<file path="config.mk">
export PLATFORM = sky130hd
export DESIGN_NAME = i2c_master_byte_engine_core
export DESIGN_NICKNAME = d
export VERILOG_FILES = /design/src/rtl/i2cm_pkg.sv /design/src/rtl/i2cm_engine.sv /design/src/rtl/i2c_master_byte_engine_core.sv
export SDC_FILE = /design/constraint.sdc
export NUM_CORES = 1
export LEC_CHECK = 0
export ABC_AREA = 1
export CORE_AREA = 4 4 120 179
export DETAILED_ROUTE_END_ITERATION = 8
export DIE_AREA = 0 0 124 183
export DONT_BUFFER_PORTS = 1
export HOLD_SLACK_MARGIN = 0.1
export PLACE_DENSITY = 0.41
export SYNTH_ARGS = -nofsm -noshare
export SYNTH_HDL_FRONTEND = slang
export SYNTH_HIERARCHICAL = 1
export SYNTH_SLANG_ARGS = --single-unit
</file>
<file path="constraint.sdc">
create_clock -name clk -period 4.3 [get_ports clk]
set_input_delay 0.215 -clock clk [delete_from_list [all_inputs] [get_ports clk]]
set_output_delay 0.215 -clock clk [all_outputs]
set_load 0.03 [all_outputs]
</file>
<file path="src/rtl/i2cm_pkg.sv">
// types, codes and constants shared by the i2c master byte engine
package i2cm_pkg;

    localparam int COUNT_BITS_DEF = 16;
    localparam int HALF_W         = 16;
    localparam logic [HALF_W-1:0] HALF_RESET = 16'd4;
    localparam logic [3:0] BITS_PER_BYTE = 4'd8;

    typedef enum logic [2:0] {
        CMD_NONE  = 3'd0,
        CMD_START = 3'd1,
        CMD_STOP  = 3'd2,
        CMD_WRITE = 3'd3,
        CMD_READ  = 3'd4
    } cmd_t;

    typedef enum logic [3:0] {
        PH_IDLE   = 4'd0,
        PH_S_REL  = 4'd1,
        PH_S_HIGH = 4'd2,
        PH_S_LOW  = 4'd3,
        PH_B_LOW  = 4'd4,
        PH_B_HIGH = 4'd5,
        PH_A_LOW  = 4'd6,
        PH_A_HIGH = 4'd7,
        PH_A_END  = 4'd8,
        PH_P_LOW  = 4'd9,
        PH_P_SDA  = 4'd10,
        PH_P_HIGH = 4'd11,
        PH_P_REL  = 4'd12
    } phase_t;

    typedef struct packed {
        logic [2:0] kind;
        logic [7:0] data_byte;
        logic       send_ack;
        logic       scl_in;
        logic       sda_in;
    } cmd_item_t;

    typedef struct packed {
        logic       scl_release;
        logic       sda_release;
        logic       busy_res;
        logic       done_res;
        logic       ack_seen;
        logic [7:0] read_byte;
    } res_item_t;

endpackage

</file>
<file path="src/rtl/i2cm_engine.sv">
// bus sequencer: phase state, bit timer, shift register and line drivers
module i2cm_engine
    import i2cm_pkg::*;
#(
    parameter int COUNT_BITS = COUNT_BITS_DEF
)
(
    input  logic              clk,
    input  logic              rst_n,
    input  logic              fire,
    input  cmd_item_t         item,
    input  logic [HALF_W-1:0] half_period,
    output res_item_t         result
);

    phase_t                phase_reg, phase_next;
    logic [3:0]            bit_count_reg, bit_count_next;
    logic [7:0]            shift_reg, shift_next;
    logic [COUNT_BITS-1:0] tick_count_reg, tick_count_next;
    cmd_t                  active_cmd_reg, active_cmd_next;
    logic                  ack_flag_reg, ack_flag_next;
    logic                  scl_out_reg, scl_out_next;
    logic                  sda_out_reg, sda_out_next;
    logic                  ack_req_reg, ack_req_next;
    logic [7:0]            last_read_reg, last_read_next;

    logic [HALF_W-1:0]     half_eff;
    logic [COUNT_BITS-1:0] half_lim;
    logic [COUNT_BITS-1:0] tick_inc;
    logic                  is_high;
    logic                  go;
    logic                  done;

    // zero counts as one, saturate to the counter range
    assign half_eff = (half_period == '0) ? HALF_W'(1) : half_period;

    generate
        if (COUNT_BITS >= HALF_W) begin : g_wide
            assign half_lim = COUNT_BITS'(half_eff);
        end else begin : g_narrow
            assign half_lim = (|half_eff[HALF_W-1:COUNT_BITS]) ? '1
                                                                 : half_eff[COUNT_BITS-1:0];
        end
    endgenerate

    assign tick_inc = tick_count_reg + COUNT_BITS'(1);
    assign is_high  = (phase_reg == PH_S_HIGH) || (phase_reg == PH_B_HIGH) ||
                      (phase_reg == PH_A_HIGH) || (phase_reg == PH_P_HIGH);

    // next phase and datapath
    always_comb
    begin
        phase_next      = phase_reg;
        bit_count_next  = bit_count_reg;
        shift_next      = shift_reg;
        tick_count_next = tick_count_reg;
        active_cmd_next = active_cmd_reg;
        ack_flag_next   = ack_flag_reg;
        ack_req_next    = ack_req_reg;
        last_read_next  = last_read_reg;
        go              = 1'b0;
        done            = 1'b0;
        if (fire) begin
            if (phase_reg == PH_IDLE) begin
                if (item.kind == CMD_START || item.kind == CMD_STOP ||
                    item.kind == CMD_WRITE || item.kind == CMD_READ) begin
                    active_cmd_next = cmd_t'(item.kind);
                    bit_count_next  = '0;
                    go              = 1'b1;
                    if (item.kind == CMD_START) begin
                        phase_next = PH_S_REL;
                    end else if (item.kind == CMD_STOP) begin
                        phase_next = PH_P_LOW;
                    end else begin
                        shift_next   = (item.kind == CMD_WRITE) ? item.data_byte : 8'd0;
                        ack_req_next = item.send_ack;
                        phase_next   = PH_B_LOW;
                    end
                end
            end else if (!(is_high && !item.scl_in)) begin
                // timer halts while a slave stretches scl
                tick_count_next = tick_inc;
                if (tick_inc >= half_lim) begin
                    unique case (phase_reg)
                        PH_S_REL:
                        begin
                            go = 1'b1; phase_next = PH_S_HIGH;
                        end
                        PH_S_HIGH:
                        begin
                            go = 1'b1; phase_next = PH_S_LOW;
                        end
                        PH_B_LOW:
                        begin
                            go = 1'b1; phase_next = PH_B_HIGH;
                        end
                        PH_B_HIGH:
                        begin
                            shift_next = {shift_reg[6:0],
                                          (active_cmd_reg == CMD_READ) & item.sda_in};
                            bit_count_next = bit_count_reg + 4'd1;
                            go = 1'b1;
                            phase_next = (bit_count_next < BITS_PER_BYTE) ? PH_B_LOW
                                                                          : PH_A_LOW;
                        end
                        PH_A_LOW:
                        begin
                            go = 1'b1; phase_next = PH_A_HIGH;
                        end
                        PH_A_HIGH:
                        begin
                            if (active_cmd_reg == CMD_WRITE) begin
                                ack_flag_next = !item.sda_in;
                            end else begin
                                last_read_next = shift_reg;
                            end
                            go = 1'b1; phase_next = PH_A_END;
                        end
                        PH_P_LOW:
                        begin
                            go = 1'b1; phase_next = PH_P_SDA;
                        end
                        PH_P_SDA:
                        begin
                            go = 1'b1; phase_next = PH_P_HIGH;
                        end
                        PH_P_HIGH:
                        begin
                            go = 1'b1; phase_next = PH_P_REL;
                        end
                        default:
                        begin
                            phase_next      = PH_IDLE;
                            tick_count_next = '0;
                            active_cmd_next = CMD_NONE;
                            done            = 1'b1;
                        end
                    endcase
                end
            end
            if (go) begin
                tick_count_next = '0;
            end
        end
    end

    // line levels set on entry to a phase
    always_comb
    begin
        scl_out_next = scl_out_reg;
        sda_out_next = sda_out_reg;
        if (go) begin
            unique case (phase_next)
                PH_S_REL:  sda_out_next = 1'b1;
                PH_S_HIGH: scl_out_next = 1'b1;
                PH_S_LOW:  sda_out_next = 1'b0;
                PH_B_LOW:
                begin
                    scl_out_next = 1'b0;
                    sda_out_next = (active_cmd_next == CMD_WRITE) ? shift_next[7] : 1'b1;
                end
                PH_B_HIGH: scl_out_next = 1'b1;
                PH_A_LOW:
                begin
                    scl_out_next = 1'b0;
                    sda_out_next = (active_cmd_next == CMD_WRITE) ? 1'b1 : !ack_req_next;
                end
                PH_A_HIGH: scl_out_next = 1'b1;
                PH_A_END:
                begin
                    scl_out_next = 1'b0;
                    sda_out_next = 1'b1;
                end
                PH_P_LOW:  scl_out_next = 1'b0;
                PH_P_SDA:  sda_out_next = 1'b0;
                PH_P_HIGH: scl_out_next = 1'b1;
                PH_P_REL:  sda_out_next = 1'b1;
                default:
                begin
                    scl_out_next = scl_out_reg;
                    sda_out_next = sda_out_reg;
                end
            endcase
        end
    end

    always_ff @(posedge clk or negedge rst_n)
    begin
        if (!rst_n) begin
            phase_reg      <= PH_IDLE;
            bit_count_reg  <= '0;
            shift_reg      <= '0;
            tick_count_reg <= '0;
            active_cmd_reg <= CMD_NONE;
            ack_flag_reg   <= 1'b0;
            scl_out_reg    <= 1'b1;
            sda_out_reg    <= 1'b1;
            ack_req_reg    <= 1'b0;
            last_read_reg  <= '0;
        end else begin
            phase_reg      <= phase_next;
            bit_count_reg  <= bit_count_next;
            shift_reg      <= shift_next;
            tick_count_reg <= tick_count_next;
            active_cmd_reg <= active_cmd_next;
            ack_flag_reg   <= ack_flag_next;
            scl_out_reg    <= scl_out_next;
            sda_out_reg    <= sda_out_next;
            ack_req_reg    <= ack_req_next;
            last_read_reg  <= last_read_next;
        end
    end

    assign result.scl_release = scl_out_next;
    assign result.sda_release = sda_out_next;
    assign result.busy_res    = (phase_next != PH_IDLE);
    assign result.done_res    = done;
    assign result.ack_seen    = ack_flag_next;
    assign result.read_byte   = last_read_next;

endmodule

</file>
<file path="src/rtl/i2c_master_byte_engine_core.sv">
// top level: command register, sequencer, result register and config register
//
// I2C master that takes one item per clock while the command register is not
// stalled: each item is one bus tick with the sampled scl and sda levels and an
// optional start, stop, write or read command, and gives one result item with the
// open-drain line releases and status after that tick. An item passes through the
// command register and then the result register, and a stalled result holds the
// command register so no item is lost.
// the half period in the config register (reset 4) sets the ticks per half scl period;
// write it only while no item is in flight. COUNT_BITS sets the width of the bit timer.
module i2c_master_byte_engine_core
    import i2cm_pkg::*;
#(
    parameter int COUNT_BITS = COUNT_BITS_DEF
)
(
    input  logic              clk,
    input  logic              rst_n,
    input  logic              cmd_valid,
    output logic              cmd_stall,
    input  cmd_item_t         cmd,
    output logic              res_valid,
    input  logic              res_stall,
    output res_item_t         res,
    input  logic              cfg_valid,
    output logic              cfg_ready,
    input  logic [HALF_W-1:0] cfg_data
);

    logic              s1_valid_reg, s1_valid_next;
    cmd_item_t         s1_item_reg;
    logic              res_valid_reg, res_valid_next;
    res_item_t         res_item_reg;
    logic [HALF_W-1:0] half_reg, half_next;
    logic              s1_fire;
    logic              cmd_accept;
    res_item_t         eng_result;

    assign s1_fire    = s1_valid_reg && (!res_valid_reg || !res_stall);
    assign cmd_stall  = s1_valid_reg && !s1_fire;
    assign cmd_accept = cmd_valid && !cmd_stall;
    assign cfg_ready  = 1'b1;

    always_comb
    begin
        s1_valid_next = s1_valid_reg;
        if (cmd_accept) begin
            s1_valid_next = 1'b1;
        end else if (s1_fire) begin
            s1_valid_next = 1'b0;
        end
        res_valid_next = s1_fire ? 1'b1 : (res_valid_reg && res_stall);
        half_next      = (cfg_valid && cfg_ready) ? cfg_data : half_reg;
    end

    always_ff @(posedge clk or negedge rst_n)
    begin
        if (!rst_n) begin
            s1_valid_reg  <= 1'b0;
            res_valid_reg <= 1'b0;
            half_reg      <= HALF_RESET;
        end else begin
            s1_valid_reg  <= s1_valid_next;
            res_valid_reg <= res_valid_next;
            half_reg      <= half_next;
        end
    end

    always_ff @(posedge clk)
    begin
        if (cmd_accept) begin
            s1_item_reg <= cmd;
        end
        if (s1_fire) begin
            res_item_reg <= eng_result;
        end
    end

    i2cm_engine #(
        .COUNT_BITS (COUNT_BITS)
    ) u_engine (
        .clk         (clk),
        .rst_n       (rst_n),
        .fire        (s1_fire),
        .item        (s1_item_reg),
        .half_period (half_reg),
        .result      (eng_result)
    );

    assign res_valid = res_valid_reg;
    assign res       = res_item_reg;

endmodule

</file>
==> impl_metrics.env <==
export IMPL_status="finished clean"
export IMPL_start_util_pct=24.8
export IMPL_yosysSeqAreaShare_pct=49.7
export IMPL_io_pin_count=51
export IMPL_maxSlewHeadroom_pct=33.2
export IMPL_drv_cap=0
export IMPL_avgSynthCellArea_um2=8.37
export IMPL_final_max_slew_viol_count=0
export IMPL_cts_buffers=9
export IMPL_end_kind="flip-flop"
export IMPL_grt_max_degree=66
export IMPL_final_period_utilization_pct=90.8
export IMPL_grt_usage_pct=10.8
export IMPL_drtPass1Iterations=4
export IMPL_fill_cells=2091
export IMPL_area_delta_synth_final_pct=20.3
export IMPL_antenna_found_initial=0
export IMPL_hold_viol=0
export IMPL_clkPwrFrac_pct=25.7
export IMPL_r2r_slack_ns=0.40
export IMPL_vias_per_cell=4.32
export IMPL_clk_pin_slew_worst_paths_ns=0.07
export IMPL_insertion_delay_ns=0.34
export IMPL_syn_nets=640
export IMPL_max_freq_ghz=0.256
export IMPL_finalSetupViolations=0
export IMPL_ys_ff_latch=92
export IMPL_worst_pin_slew_ns=0.998
export IMPL_drt_wl_total_mm=11.7
export IMPL_seq_power_share_pct=39.3
export IMPL_critPathKind="flip-flop to flip-flop"
export IMPL_intPower_mw=2.06
export IMPL_ant_nets=0
export IMPL_irDropWorstVdd_mv=0.218
export IMPL_start_kind="flip-flop"
export IMPL_final_nets=676
export IMPL_p_comb_share_pct=34.9
export IMPL_cts_tree="yes"
export IMPL_post_cts_buffers=0
export IMPL_overflow=0
export IMPL_clockBufferDepth=2
export IMPL_regArea_um2=2440
export IMPL_layout_min_cycle_time_ns=3.90
export IMPL_dp_cells=835
export IMPL_syn_inst=587
export IMPL_yosys_warnings=6
export IMPL_wl_per_cell_um=13.2
export IMPL_dp_hpwl_mm=8.54
export IMPL_cts_sinks=92
export IMPL_synth_ff_type="dfrtp_1"
export IMPL_ys_async_sr_fraction_pct=70.7
export IMPL_grt_pass1_wl_mm=19.2
export IMPL_antenna_cells=0
export IMPL_cts_root_buf="clkbuf_16"
export IMPL_drt_iter0_drc=123
export IMPL_synth_edf_count=27
export IMPL_p_switching_mw=1.31
export IMPL_cp_required_ns=4.40
export IMPL_synth_distinct_cells=35
export IMPL_hold_ws_ns=0.348
export IMPL_drive_above_1_share_pct=9.08
export IMPL_grt_pass1_vias=3883
export IMPL_p_total_mw=3.37
export IMPL_p_per_area_nw_per_um2=570
export IMPL_fin_skew_ns=0.00737
export IMPL_worstPathArrival_ns=4.00
export IMPL_fp_coreArea_um2=19800
export IMPL_multi_input_area_um2=1990
export IMPL_path_max_fanout=6
export IMPL_num_rows=63
export IMPL_switching_share_pct=39.0
export IMPL_die_area_um2=22700
export IMPL_port_buffers=0
export IMPL_hp_class="input port to flip-flop"
export IMPL_p_leak_nw=2.84
export IMPL_die_w_um=124
export IMPL_vias=3836
export IMPL_cts_max_level=3
export IMPL_netlist_area_um2=4910
export IMPL_die_y_um=183
export IMPL_routabilityCongestion=0.806
export IMPL_drt_drc_violations_left=0
export IMPL_finalNonFillerCells=888
Yosys cell counts (all sizes together) (2+ instances only):
cell | n | share of area, %
a21oi | 14 | 1.7
buf | 12 | 1.9
clkbuf | 2 | 0.15
dfrtp | 62 | 32
dfstp | 3 | 1.6
edfxtp | 27 | 17
ha | 18 | 4.6
inv | 117 | 8.9
mux2i | 2 | 0.41
nand2 | 143 | 11
nand3 | 31 | 3.5
nand4 | 8 | 1.0
nor2 | 47 | 4.0
nor3 | 11 | 1.1
nor4 | 3 | 0.38
o21ai | 47 | 5.3
o22ai | 15 | 1.9
o31ai | 7 | 1.1
xor2 | 14 | 2.5
repair_timing:
| item | 4_1_cts | 5_1_grt |
|---|---|---|
| gates resized for setup | 0 | 9 |
| hold endpoints to repair | 97 | 0 |
| endpoints found under the setup margin | 0 | 13 |
| hold buffers | 36 | 0 |
area by class of cell:
cell class | instances | area share (%)
clock buffers | 10 | 3.87
clock inverters | 6 | 1.63
inverters | 117 | 7.43
multi-input cells | 365 | 33.6
flip-flops and latches | 92 | 41.3
well taps | 260 | 5.50
repair buffers | 38 | 6.65
path summary, 6_finish.rpt:
path                            cells past startpoint                               endpoint                                   start
worst max-delay path                               27                      res[11]$_DFFE_PP_  u_engine/tick_count_reg[2]$_DFFE_PN0P_
worst min-delay path                                2                      res[11]$_DFFE_PP_                               res_stall
worst max register to register                     27                      res[11]$_DFFE_PP_  u_engine/tick_count_reg[2]$_DFFE_PN0P_
worst min register to register                      1  u_engine/bit_count_reg[2]$_DFFE_PN0P_   u_engine/bit_count_reg[2]$_DFFE_PN0P_
max in group asynchronous                           2         u_engine/sda_out_reg$_DFF_PN1_                                   rst_n
min in group asynchronous                           2        u_engine/phase_reg[2]$_DFF_PN0_                                   rst_n
worst max-delay path, stage by stage, from the launching register on:
cell and delay, ns:
dfrtp_1 0.39, inv_1 0.07, nor2_1 0.18, nand3_2 0.16, nor4_4 0.31, nand2_1 0.16
nor4_2 0.20, xor2_1 0.21, inv_1 0.06, ha_1 0.30, nand2_1 0.07, inv_1 0.04
nor2_1 0.07, o21ai_0 0.10, a21oi_2 0.18, nand2_2 0.13, nand2_4 0.11, nand2_1 0.09
nand3_1 0.07, nand2_1 0.15, nand3_1 0.16, nor2_1 0.05, nor2_1 0.10, nand3_1 0.08
nand2_1 0.06, nand2_1 0.05, nand2_1 0.05, inv_1 0.05
cells by family (layout without fill, tap and decap cells):
group | after synthesis | after routing | share of synthesized area (%)
simple gates | 244 | 245 | 21.5
buf+inv | 131 | 171 | 11.0
flops | 92 | 92 | 49.7
compound gates | 85 | 85 | 10.3
fa+ha+maj | 18 | 18 | 4.58
xor+xnor | 14 | 14 | 2.50
mux | 2 | 2 | 0.408
other cells | 1 | 1 | 0.0763
metal layers:
| metal | global-route usage [%] | wire [um] |
|---|---|---|
| met5 | 0 | 0 |
| met4 | 4.56 | 278 |
| met3 | 2.38 | 307 |
| met2 | 19.5 | 6460 |
| met1 | 12.0 | 4650 |
stage by stage:
stage	setup TNS, ns	cell area [um2]	utilization [%]	worst slack [ns]
final	0	5910	29.9	0.397
after global routing	-0.0750	5910	29.9	-0.0732
after CTS	0	5860	29.6	0.312
after detailed placement	0	5160	26.1	0.324
after global placement	0	5160	26.1	0.333
after floorplan	0	4910	-	0.686
power by group through the flow:
stage / sequential (mW) / combinational [mW] / clock, mW
2_1_floorplan: 1.30 / 0.886 / 0
3_3_place_gp: 1.34 / 1.09 / 0
3_5_place_dp: 1.34 / 1.11 / 0
4_1_cts: 1.33 / 1.16 / 0.907
5_1_grt: 1.36 / 1.36 / 0.942
6_report: 1.33 / 1.18 / 0.868
layout by cell type (no fill, tap or decap), types with 2 or more instances in the layout:
master           n
nand2_1        138
inv_1          112
dfrtp_1         62
nor2_1          40
o21ai_0         38
dlygate4sd3_1   35
nand3_1         27
edfxtp_1        27
ha_1            18
o22ai_1         15
xor2_1          14
nor3_1          10
clkbuf_16        9
a21oi_1          9
nand4_1          8
o31ai_1          7
nor2_2           6
a21oi_2          5
inv_2            5
o21ai_2          4
nand3_2          4
nand2_2          4
o21ai_1          4
dfstp_2          3
bufinv_16        2
buf_4            2
nand2_4          2
mux2i_1          2
(Power assumes the default switching activity.)
